<file path="src/design/pke_pkg.sv">
// ----------------------------------------------------------------------------
// pke_pkg
// Types and constants shared by the partition entry encoder pipeline.
// ----------------------------------------------------------------------------
package pke_pkg;

    // configuration register indexes
    localparam logic [1:0] CFG_CYL_COUNT  = 2'd0;
    localparam logic [1:0] CFG_HEAD_COUNT = 2'd1;
    localparam logic [1:0] CFG_SECT_COUNT = 2'd2;

    localparam logic [15:0] CYL_RESET  = 16'd306;
    localparam logic [8:0]  HEAD_RESET = 9'd4;
    localparam logic [5:0]  SECT_RESET = 6'd17;

    // highest cylinder that the chs fields can hold
    localparam logic [15:0] CYL_LIMIT     = 16'd1023;
    localparam logic [7:0]  HIGH_CYL_BITS = 8'hC0;
    localparam logic [7:0]  BYTE_MASK     = 8'hFF;

    typedef enum logic [1:0] {
        ST_OK         = 2'd0,
        ST_ORDER      = 2'd1,
        ST_FIRST_HIGH = 2'd2,
        ST_LAST_HIGH  = 2'd3
    } t_status;

    typedef struct packed {
        logic [15:0] cylinder_count;
        logic [8:0]  head_count;
        logic [5:0]  sector_count;
    } t_geom;

    typedef struct packed {
        logic [1:0]  slot;
        logic [7:0]  system_id;
        logic [15:0] first_cyl;
        logic [15:0] last_cyl;
    } t_req;

    typedef struct packed {
        logic [1:0]  slot_out;
        t_status     status;
        logic        active_byte;
        logic [7:0]  begin_head;
        logic [7:0]  begin_sector_byte;
        logic [7:0]  begin_cyl_byte;
        logic [7:0]  type_byte;
        logic [7:0]  end_head;
        logic [7:0]  end_sector_byte;
        logic [7:0]  end_cyl_byte;
        logic [31:0] start_lba;
        logic [31:0] length_sectors;
    } t_rsp;

    // after the check and head multiply
    typedef struct packed {
        logic [1:0]  slot;
        logic [7:0]  system_id;
        t_status     status;
        logic        kill;
        logic        bh;
        logic [9:0]  first_lo;
        logic [9:0]  ec;
        logic [8:0]  eh;
        logic [24:0] first_h;
        logic [24:0] last_h;
    } t_s1;

    // after the sector multiply
    typedef struct packed {
        logic [1:0]  slot;
        logic [7:0]  system_id;
        t_status     status;
        logic        kill;
        logic        bh;
        logic [9:0]  first_lo;
        logic [9:0]  ec;
        logic [7:0]  eh_lo;
        logic [31:0] beg;
        logic [31:0] end_lba;
    } t_s2;

endpackage

</file>
<file path="src/design/pke_check_stage.sv">
// ----------------------------------------------------------------------------
// pke_check_stage
// Range checks against the geometry and cylinder times head count.
// ----------------------------------------------------------------------------
module pke_check_stage (
    input  logic           i_clk,
    input  logic           i_rst_n,
    input  pke_pkg::t_geom i_geom,
    input  logic           i_valid,
    input  pke_pkg::t_req  i_req,
    output logic           o_ready,
    input  logic           i_ready,
    output logic           o_valid,
    output pke_pkg::t_s1   o_data
);

    logic         r_valid;
    pke_pkg::t_s1 r_data;
    pke_pkg::t_s1 n_data;
    logic [15:0]  ec_full;

    assign o_ready = !r_valid || i_ready;
    assign o_valid = r_valid;
    assign o_data  = r_data;

    always_comb begin
        ec_full = (i_req.last_cyl > pke_pkg::CYL_LIMIT) ? pke_pkg::CYL_LIMIT : i_req.last_cyl;
        n_data.slot      = i_req.slot;
        n_data.system_id = i_req.system_id;
        priority if (i_req.first_cyl > i_req.last_cyl) begin
            n_data.status = pke_pkg::ST_ORDER;
        end else if (i_req.first_cyl > pke_pkg::CYL_LIMIT) begin
            n_data.status = pke_pkg::ST_FIRST_HIGH;
        end else if (i_req.last_cyl >= i_geom.cylinder_count) begin
            n_data.status = pke_pkg::ST_LAST_HIGH;
        end else begin
            n_data.status = pke_pkg::ST_OK;
        end
        // a zero id clears the entry and skips the checks
        if (i_req.system_id == 8'd0) begin
            n_data.status = pke_pkg::ST_OK;
        end
        n_data.kill     = (i_req.system_id == 8'd0) || (n_data.status != pke_pkg::ST_OK);
        n_data.bh       = (i_req.first_cyl == 16'd0);
        n_data.first_lo = i_req.first_cyl[9:0];
        n_data.ec       = ec_full[9:0];
        n_data.eh       = i_geom.head_count - 9'd1;
        n_data.first_h  = 25'(i_req.first_cyl) * 25'(i_geom.head_count);
        n_data.last_h   = 25'(i_req.last_cyl) * 25'(i_geom.head_count);
    end

    always_ff @(posedge i_clk) begin
        if (!i_rst_n) begin
            r_valid <= 1'b0;
        end else if (o_ready) begin
            r_valid <= i_valid;
        end
    end

    always_ff @(posedge i_clk) begin
        if (o_ready && i_valid) begin
            r_data <= n_data;
        end
    end

endmodule

</file>
<file path="src/design/pke_scale_stage.sv">
// ----------------------------------------------------------------------------
// pke_scale_stage
// Adds the head offsets and scales both points by sectors per track.
// ----------------------------------------------------------------------------
module pke_scale_stage (
    input  logic         i_clk,
    input  logic         i_rst_n,
    input  logic [5:0]   i_sectors,
    input  logic         i_valid,
    input  pke_pkg::t_s1 i_data,
    output logic         o_ready,
    input  logic         i_ready,
    output logic         o_valid,
    output pke_pkg::t_s2 o_data
);

    logic         r_valid;
    pke_pkg::t_s2 r_data;
    pke_pkg::t_s2 n_data;
    logic [25:0]  beg_track;
    logic [25:0]  end_track;

    assign o_ready = !r_valid || i_ready;
    assign o_valid = r_valid;
    assign o_data  = r_data;

    always_comb begin
        beg_track = 26'(i_data.first_h) + 26'(i_data.bh);
        end_track = 26'(i_data.last_h) + 26'(i_data.eh);
        n_data.slot      = i_data.slot;
        n_data.system_id = i_data.system_id;
        n_data.status    = i_data.status;
        n_data.kill      = i_data.kill;
        n_data.bh        = i_data.bh;
        n_data.first_lo  = i_data.first_lo;
        n_data.ec        = i_data.ec;
        n_data.eh_lo     = i_data.eh[7:0];
        n_data.beg       = 32'(beg_track) * 32'(i_sectors);
        n_data.end_lba   = 32'(end_track) * 32'(i_sectors);
    end

    always_ff @(posedge i_clk) begin
        if (!i_rst_n) begin
            r_valid <= 1'b0;
        end else if (o_ready) begin
            r_valid <= i_valid;
        end
    end

    always_ff @(posedge i_clk) begin
        if (o_ready && i_valid) begin
            r_data <= n_data;
        end
    end

endmodule

</file>
<file path="src/design/pke_out_stage.sv">
// ----------------------------------------------------------------------------
// pke_out_stage
// Length subtract and packing of the entry bytes into the output register.
// ----------------------------------------------------------------------------
module pke_out_stage (
    input  logic          i_clk,
    input  logic          i_rst_n,
    input  logic [5:0]    i_sectors,
    input  logic          i_valid,
    input  pke_pkg::t_s2  i_data,
    output logic          o_ready,
    input  logic          i_ready,
    output logic          o_valid,
    output pke_pkg::t_rsp o_data
);

    logic          r_valid;
    pke_pkg::t_rsp r_data;
    pke_pkg::t_rsp n_data;
    logic [5:0]    end_sector;

    assign o_ready = !r_valid || i_ready;
    assign o_valid = r_valid;
    assign o_data  = r_data;

    always_comb begin
        // a zero sector count still counts the end sector as one
        end_sector = (i_sectors == 6'd0) ? 6'd1 : i_sectors;
        n_data = '0;
        n_data.slot_out = i_data.slot;
        n_data.status   = i_data.status;
        if (!i_data.kill) begin
            n_data.begin_head        = {7'd0, i_data.bh};
            n_data.begin_sector_byte = (8'(i_data.first_lo >> 2) & pke_pkg::HIGH_CYL_BITS)
                                       | 8'h01;
            n_data.begin_cyl_byte    = i_data.first_lo[7:0] & pke_pkg::BYTE_MASK;
            n_data.type_byte         = i_data.system_id;
            n_data.end_head          = i_data.eh_lo;
            n_data.end_sector_byte   = (8'(i_data.ec >> 2) & pke_pkg::HIGH_CYL_BITS)
                                       | {2'b00, i_sectors};
            n_data.end_cyl_byte      = i_data.ec[7:0] & pke_pkg::BYTE_MASK;
            n_data.start_lba         = i_data.beg;
            n_data.length_sectors    = i_data.end_lba + 32'(end_sector) - i_data.beg;
        end
    end

    always_ff @(posedge i_clk) begin
        if (!i_rst_n) begin
            r_valid <= 1'b0;
        end else if (o_ready) begin
            r_valid <= i_valid;
        end
    end

    always_ff @(posedge i_clk) begin
        if (o_ready && i_valid) begin
            r_data <= n_data;
        end
    end

endmodule

</file>
<file path="src/design/partition_entry_encoder_top.sv">
// ----------------------------------------------------------------------------
// partition_entry_encoder_top
// Throughput: one request per cycle while the result side does not stall;
// the check, sector multiply and packing stages set the depth.
// Reset clears the stage valid bits and loads the geometry 306/4/17.
// ----------------------------------------------------------------------------
module partition_entry_encoder_top (
    input  logic          i_clk,
    input  logic          i_rst_n,
    input  logic          i_cfg_we,
    input  logic [1:0]    i_cfg_idx,
    input  logic [15:0]   i_cfg_data,
    input  logic          i_valid,
    input  pke_pkg::t_req i_req,
    output logic          o_stall,
    output logic          o_valid,
    input  logic          i_stall,
    output pke_pkg::t_rsp o_rsp
);

    pke_pkg::t_geom r_geom;
    logic           s1_ready;
    logic           s1_valid;
    pke_pkg::t_s1   s1_data;
    logic           s2_ready;
    logic           s2_valid;
    pke_pkg::t_s2   s2_data;
    logic           s3_ready;

    always_ff @(posedge i_clk) begin
        if (!i_rst_n) begin
            r_geom.cylinder_count <= pke_pkg::CYL_RESET;
            r_geom.head_count     <= pke_pkg::HEAD_RESET;
            r_geom.sector_count   <= pke_pkg::SECT_RESET;
        end else if (i_cfg_we) begin
            unique case (i_cfg_idx)
                pke_pkg::CFG_CYL_COUNT:  r_geom.cylinder_count <= i_cfg_data;
                pke_pkg::CFG_HEAD_COUNT: r_geom.head_count     <= i_cfg_data[8:0];
                pke_pkg::CFG_SECT_COUNT: r_geom.sector_count   <= i_cfg_data[5:0];
                default: ;
            endcase
        end
    end

    assign o_stall = !s1_ready;

    pke_check_stage u_check (
        .i_clk   (i_clk),
        .i_rst_n (i_rst_n),
        .i_geom  (r_geom),
        .i_valid (i_valid),
        .i_req   (i_req),
        .o_ready (s1_ready),
        .i_ready (s2_ready),
        .o_valid (s1_valid),
        .o_data  (s1_data)
    );

    pke_scale_stage u_scale (
        .i_clk     (i_clk),
        .i_rst_n   (i_rst_n),
        .i_sectors (r_geom.sector_count),
        .i_valid   (s1_valid),
        .i_data    (s1_data),
        .o_ready   (s2_ready),
        .i_ready   (s3_ready),
        .o_valid   (s2_valid),
        .o_data    (s2_data)
    );

    pke_out_stage u_out (
        .i_clk     (i_clk),
        .i_rst_n   (i_rst_n),
        .i_sectors (r_geom.sector_count),
        .i_valid   (s2_valid),
        .i_data    (s2_data),
        .o_ready   (s3_ready),
        .i_ready   (!i_stall),
        .o_valid   (o_valid),
        .o_data    (o_rsp)
    );

    // input side only backs up once every stage holds an item
    a_stall_full: assert property (@(posedge i_clk) disable iff (!i_rst_n)
        o_stall |-> (s1_valid && s2_valid && o_valid))
        else $error("input stalled with a free pipeline stage");

    a_error_clears: assert property (@(posedge i_clk) disable iff (!i_rst_n)
        (o_valid && o_rsp.status != pke_pkg::ST_OK)
        |-> (o_rsp.start_lba == 32'd0 && o_rsp.type_byte == 8'd0))
        else $error("range error result carries entry fields");

    a_zero_id: assert property (@(posedge i_clk) disable iff (!i_rst_n)
        (o_valid && o_rsp.type_byte == 8'd0)
        |-> (o_rsp.length_sectors == 32'd0 && o_rsp.begin_head == 8'd0))
        else $error("cleared entry carries geometry fields");

    a_begin_sector: assert property (@(posedge i_clk) disable iff (!i_rst_n)
        (o_valid && o_rsp.type_byte != 8'd0) |-> (o_rsp.begin_sector_byte[5:0] == 6'd1))
        else $error("begin sector is not one");

endmodule

</file>
<file path="config.mk">
export PLATFORM = sky130hd
export DESIGN_NAME = partition_entry_encoder_top
export DESIGN_NICKNAME = d
export VERILOG_FILES = /design/src/design/pke_pkg.sv /design/src/design/pke_check_stage.sv /design/src/design/pke_scale_stage.sv /design/src/design/pke_out_stage.sv /design/src/design/partition_entry_encoder_top.sv
export SDC_FILE = /design/constraint.sdc
export NUM_CORES = 2
export LEC_CHECK = 0
export BUFFER_PORTS_ARGS = -buffer_cell sky130_fd_sc_hd__buf_2
export CORE_ASPECT_RATIO = 0.5
export CORE_MARGIN = 2
export CORE_UTILIZATION = 30
export CTS_BUF_LIST = sky130_fd_sc_hd__clkbuf_8
export CTS_CLUSTER_DIAMETER = 120
export CTS_CLUSTER_SIZE = 30
export DETAILED_ROUTE_END_ITERATION = 8
export RECOVER_POWER = 50
export REMOVE_ABC_BUFFERS = 1
export SLEW_MARGIN = 20
export SYNTH_ARGS = -nofsm -noshare
export SYNTH_HDL_FRONTEND = slang
export SYNTH_SLANG_ARGS = --single-unit
</file>
<file path="constraint.sdc">
create_clock -name i_clk -period 17.2 [get_ports i_clk]
set_clock_uncertainty 0.15 [all_clocks]
set_input_delay 4.3 -clock i_clk [delete_from_list [all_inputs] [get_ports i_clk]]
set_output_delay 4.3 -clock i_clk [all_outputs]
set_load 0.005 [all_outputs]
</file>
## Word-level counts from Yosys, hierarchy flattened

Cells that the tools add are included.

- Add/subtract/negate cells: 5
- Multiply operators: 4
- $lt $le $gt $ge: 4
- Equal/unequal tests: 2
- Mux-type cells: 6
- Bitwise gates (word level): 1
- Reduce and logical (&&, ||, !) cells: 20

Operator list:

| kind | count |
|---|---|
| 105-bit 2-to-1 mux | 1 |
| 26-bit by 6-bit multiplier with 32-bit output | 2 |
| 16-bit by 9-bit multiplier with 25-bit output | 2 |
| 32-bit by 6-bit adder with 32-bit output | 1 |
| 16-bit by 10-bit > comparator with 1-bit output, second input constant | 2 |
| 32-bit subtractor | 1 |
| 25-bit by 1-bit adder with 26-bit output | 1 |
| 25-bit by 9-bit adder with 26-bit output | 1 |
| 16-bit greater-or-equal comparator | 1 |
| 16-bit > comparator | 1 |
| 16-bit logical NOT | 1 |
| 9-bit by 1-bit subtractor with 9-bit output, second input constant | 1 |
| 8-bit logical NOT | 1 |
| 2-bit 2-to-1 mux | 4 |
| 8-bit by 6-bit OR with 8-bit output | 1 |
| 6-bit logical NOT | 1 |
| 6-bit 2-to-1 mux | 1 |
| 2-bit AND reduction | 3 |
| 1-bit logical NOT | 5 |
| 1-bit logical OR | 4 |
| 1-bit logical AND | 3 |
| 2-bit by 1-bit equality test with 1-bit output, second input constant | 1 |
| 2-bit equality test, second input constant | 1 |
| 2-bit logical NOT | 1 |
| 2-bit nonzero test | 1 |

- Bits in registers: 357
- Bits of input ports: 65
- Word-level logic and storage cells: 81

## Logic depth before layout (Yosys ltp)

- Depth in word-level cells: 7
- Gate-level depth with buffers: 26
- Mapped depth without buffers: 24

## By module

A second synthesis with hierarchy kept.

- Cell total of the unflattened synthesis: 3,522
- Area, all modules: 35,006.1 µm²

By module, submodules not included:

| module | times used | cells an instance | area each (µm²) | sequential area each (µm²) |
|---|---|---|---|---|
| pke_scale_stage | 1 | 1,472 | 14,102.3 | 3,203.1 |
| pke_check_stage | 1 | 1,352 | 13,082.5 | 2,812.7 |
| pke_out_stage | 1 | 569 | 6,515.0 | 3,383.2 |
| partition_entry_encoder_top | 1 | 129 | 1,306.3 | 620.6 |

## Worst setup path after synthesis

No wires, ideal clock.

- Path kind: input -> register
- Start: in i_stall
- End: reg u_out.r_data (netlist bit u_out.o_data[0]) (enable)
- Setup time: 0.753 ns
- Data arrival time: 12.407 ns
- Required time: 16.297 ns
- Path slack: 3.891 ns
- Cell stages on the path: 1
- Path buffers: 0
- Path through: a21boi_0

- Cells in the longest elaborated chain, start to end: 3

RTL lines:

| item | line | RTL |
|---|---|---|
| start, declared | partition_entry_encoder_top.sv:17 | `input logic i_stall,` |
| 1-bit logical NOT | partition_entry_encoder_top.sv:78 | `.i_ready (!i_stall),` |
| 1-bit logical OR | pke_out_stage.sv:22 | `assign o_ready = !r_valid \|\| i_ready;` |
| 1-bit logical AND | pke_out_stage.sv:56 | `if (o_ready && i_valid) begin` |
| end signal, assigned | pke_out_stage.sv:57 | `r_data <= n_data;` |
| end, declared | pke_out_stage.sv:18 | `pke_pkg::t_rsp r_data;` |

No other way between the ends.
A chain may end at the register's enable or synchronous reset.

## Final worst setup path

- Start: in i_stall
- End: out o_stall

- Cells in the longest elaborated chain, start to end: 5

RTL lines:

| item | line | RTL |
|---|---|---|
| 1-bit logical NOT | partition_entry_encoder_top.sv:78 |  |
| 1-bit logical OR | pke_out_stage.sv:22 |  |
| 1-bit logical OR | pke_scale_stage.sv:23 | `assign o_ready = !r_valid \|\| i_ready;` |
| 1-bit logical OR | pke_check_stage.sv:22 | `assign o_ready = !r_valid \|\| i_ready;` |
| 1-bit logical NOT | partition_entry_encoder_top.sv:45 | `assign o_stall = !s1_ready;` |
| end, declared | partition_entry_encoder_top.sv:15 | `output logic o_stall,` |

No other way between the ends.

==> flow_summary_export.csv <==
group,metric,value,unit
status,outcome,"finished, violations left",
status,violations,"max-capacitance violations, max-slew violations",
sta,maxSlewViolCount,281,
power,total_power,3.84,mW
critical_path,end_kind,"primary output",
sta,worst_slew_pin_slew,3.71,ns
global_route,antenna_found_initial,13,
min_path,hold_end,"u_scale.o_data[104]",
placed_design,gp_congestion,0.857,
clock_tree,numCtsBuffers,17,
clock_tree,clock_latency,0.64,ns
routing,first_pass_iters,6,
sta,fmaxAchievable,104,MHz
logic_synthesis,synthCells,3475,
critical_path,path_cells,"clkbuf_1 > and3_1 > and2_1 > buf_2",
routing,routedWlPerCell,16.6,µm
global_route,grt_overflow,0,
placed_design,dp_hpwl,67300,µm
power,peakVddDrop,75.3,µV
global_route,grt_pass1_vias,24868,
critical_path,cp_num_buf_inv,2,
routing,ant_nets,0,
routing,routed_wl,84500,µm
logic_synthesis,syn-cell-area,0.0341,mm²
sta,finalSetupTns,0,ns
power,power_density,104,mW/mm²
floorplanning,rows,87,
critical_path,regToRegStartpoint,"u_check.o_data[1]",
logic_synthesis,synthDistinctLibCells,73,
logic_synthesis,synth-edff-count,311,
clock_tree,cts.sinks,345,
sta,whs,0.268,ns
sta,final.min_clock_period,9.57,ns
placed_design,io_buffers,178,
floorplanning,die_width,481,µm
clock_tree,cts.path.max_buffers,3,
routing,routed_via_density,4.73,
sta,timing_hold_violations_final,0,
min_path,hold_path.class,"flip-flop to flip-flop",
critical_path,ff2ff_setup_slack,9.74,ns
power,p_leak,16.5,nW
critical_path,path_delay_family,"simple AND/OR/NAND/NOR gates",
global_route,grt_pass1_wl,137000,µm
logic_synthesis,synth.avg_cell_area,9.80,µm²
critical_path,reg2reg_depth,23,
clock_tree,root_buffer,"clkbuf_8",
global_route,track_usage,0.145,
global_route,grt_max_degree,68,
clock_tree,ctsHtreeMaxLevel,1,
floorplanning,core,0.113,mm²
critical_path,critPathRequiredTime,12.75,ns
cells_and_area,fillers,11464,
floorplanning,fp.dieH,242,µm
floorplanning,pin_count,192,
sta,setup_viol,0,
critical_path,worstSetupStartpoint,"i_stall",
clock_tree,cts_tree,"yes",
logic_synthesis,ys_warn_count,0,
clock_tree,postCtsSetupBuffers,0,
clock_tree,cts.clk_slew.worst_paths,0.18,ns
logic_synthesis,synth_ff_type,"edfxtp_1",
critical_path,regToRegEndpoint,"u_scale.o_data[26]",
critical_path,worst_path_max_delay_cell,"and3_1",
cells_and_area,area_growth,8.02,%
cells_and_area,nets,4289,
critical_path,slowest_delay,0.26,ns
sta,fin_crit_sh,0.556,
logic_synthesis,async_flop_share,0,
clock_tree,holdBufCountCts,0,
logic_synthesis,ys_ff_latch,345,
sta,rsz0062_at_grt,"false",
floorplanning,start_util,0.302,
job,maxCapViolCount,6,
critical_path,path_class,"primary input to primary output",
routing,drtIter0Drc,1430,
routing,route.detailed.drc,0,
min_path,whs_path_depth,0,
clock_tree,post_cts_resized,0,
critical_path,worst-path-stages,4,
routing,num_vias,24026,
critical_path,cp_max_fo,3,
critical_path,critPathLaunchType,"primary input",
critical_path,arrival,5.12,ns
floorplanning,dieArea,0.116,mm²
cells_and_area,drive_gt1_frac,0.0665,
logic_synthesis,ys_seq_area_frac,0.294,
sta,relSlewSlack,-1.47,
min_path,min-delay-start,"u_check.o_data[91]",
## state kept, by name, indices dropped and copies added, names as in the netlist
register	cells
r_geom	31
u_check.o_data	93
u_check.o_valid	1
u_out.o_data	112
u_scale.o_valid	1
u_scale.o_data	106
u_out.o_valid	1
## synth_stat cells, types with 7 or more instances
library cell | count | area, µm²
ha_1 | 271 | 3390
nand2b_1 | 34 | 213
nor2_1 | 198 | 743
nand2_1 | 478 | 1790
a31oi_1 | 13 | 81.3
a311oi_1 | 7 | 61.3
and3_1 | 22 | 138
buf_1 | 15 | 56.3
nor2b_1 | 85 | 532
xor2_1 | 42 | 368
a21o_1 | 72 | 541
inv_1 | 535 | 2010
edfxtp_1 | 311 | 9340
dfxtp_1 | 34 | 681
buf_4 | 13 | 97.6
o21bai_1 | 19 | 143
and2_1 | 164 | 1030
a21boi_0 | 16 | 120
a211oi_1 | 17 | 128
o211ai_1 | 18 | 135
o21a_1 | 24 | 180
a21oi_1 | 135 | 676
nor4_1 | 17 | 106
or3_1 | 9 | 56.3
nand4_1 | 22 | 138
xnor2_1 | 101 | 885
mux2i_1 | 38 | 380
nand3_1 | 43 | 215
o21ai_0 | 58 | 290
fa_1 | 399 | 7990
clkbuf_1 | 127 | 477
nor3_1 | 31 | 155
## worst max-delay path by stage
| stage | endpoint | slack [ns] |
|---|---|---|
| 2_1_floorplan | u_out.o_data[0] | 3.89 |
| 3_3_place_gp | o_stall | 7.71 |
| 3_5_place_dp | o_stall | 7.71 |
| 4_1_cts | o_stall | 7.71 |
| 5_1_grt | o_stall | 7.59 |
| 6_report | o_stall | 7.63 |
## cell type report
class                      instances  area (µm²)  share of cell area
antenna                            8        20.0            0.000544
clock buffer                      17         234             0.00636
clock inverter                    11         125             0.00340
inverter                         536        2010              0.0547
multi-input combinational       2449       21500               0.583
sequential                       345       10000               0.272
tap                             1513        1890              0.0514
timing repair buffer             205        1040              0.0282
## routing by layer
layer  GRT usage  vias to the layer above  routed length (µm)  part of all wire
met5           0                        -                  32           0.00038
met4      0.0328                        6                1850             0.022
li1            -                    11417                   -                 -
met2       0.251                      469               41100              0.49
met3      0.0127                       98                3030             0.036
met1       0.196                    12036               38500              0.46
## cells in the final DEF, fill, tap and decap left out, drive strengths merged, types with 19 or more instances in the layout
cell type	netlist	routed
inv	535	544
nand2	478	478
fa	399	399
edfxtp	311	311
ha	271	271
nor2	200	200
buf	30	179
and2	164	164
a21oi	136	136
xnor2	101	101
nor2b	85	85
a21o	72	72
o21ai	63	63
nand3	43	43
clkbuf	127	43
xor2	42	42
mux2i	38	38
nand2b	34	34
dfxtp	34	34
nor3	31	31
o21a	24	24
and3	22	22
nand4	22	22
o21bai	19	19
## stage by stage
step	utilization	cell area [µm²]	instances	setup slack [ns]
finish	0.327	36800	5084	7.63
global route	0.327	36800	5084	7.59
CTS	0.327	36900	5076	7.71
detailed placement	0.324	36500	5048	7.71
global placement	0.324	36500	5048	7.71
floorplan	-	33500	3330	3.89
## cells by family after synthesis
kind of cell,count (synthesis),share of synthesized area
and+or+nand+nor,1139,0.158
AOI/OAI and AO/OA,440,0.0858
xor gates and xnor gates,143,0.0368
muxes,44,0.0131
other,1,0.000110
buffers and inverters,693,0.0779
DFF,345,0.294
adders and majority gates,670,0.334
## where the power goes
part	leakage [nW]	total, mW	internal, mW	switching, mW
Sequential	3.25	1.16	1.10	0.0604
Combinational	13.1	2.27	0.900	1.37
Clock	0.195	0.405	0.120	0.285
(Power assumes the default switching activity.)
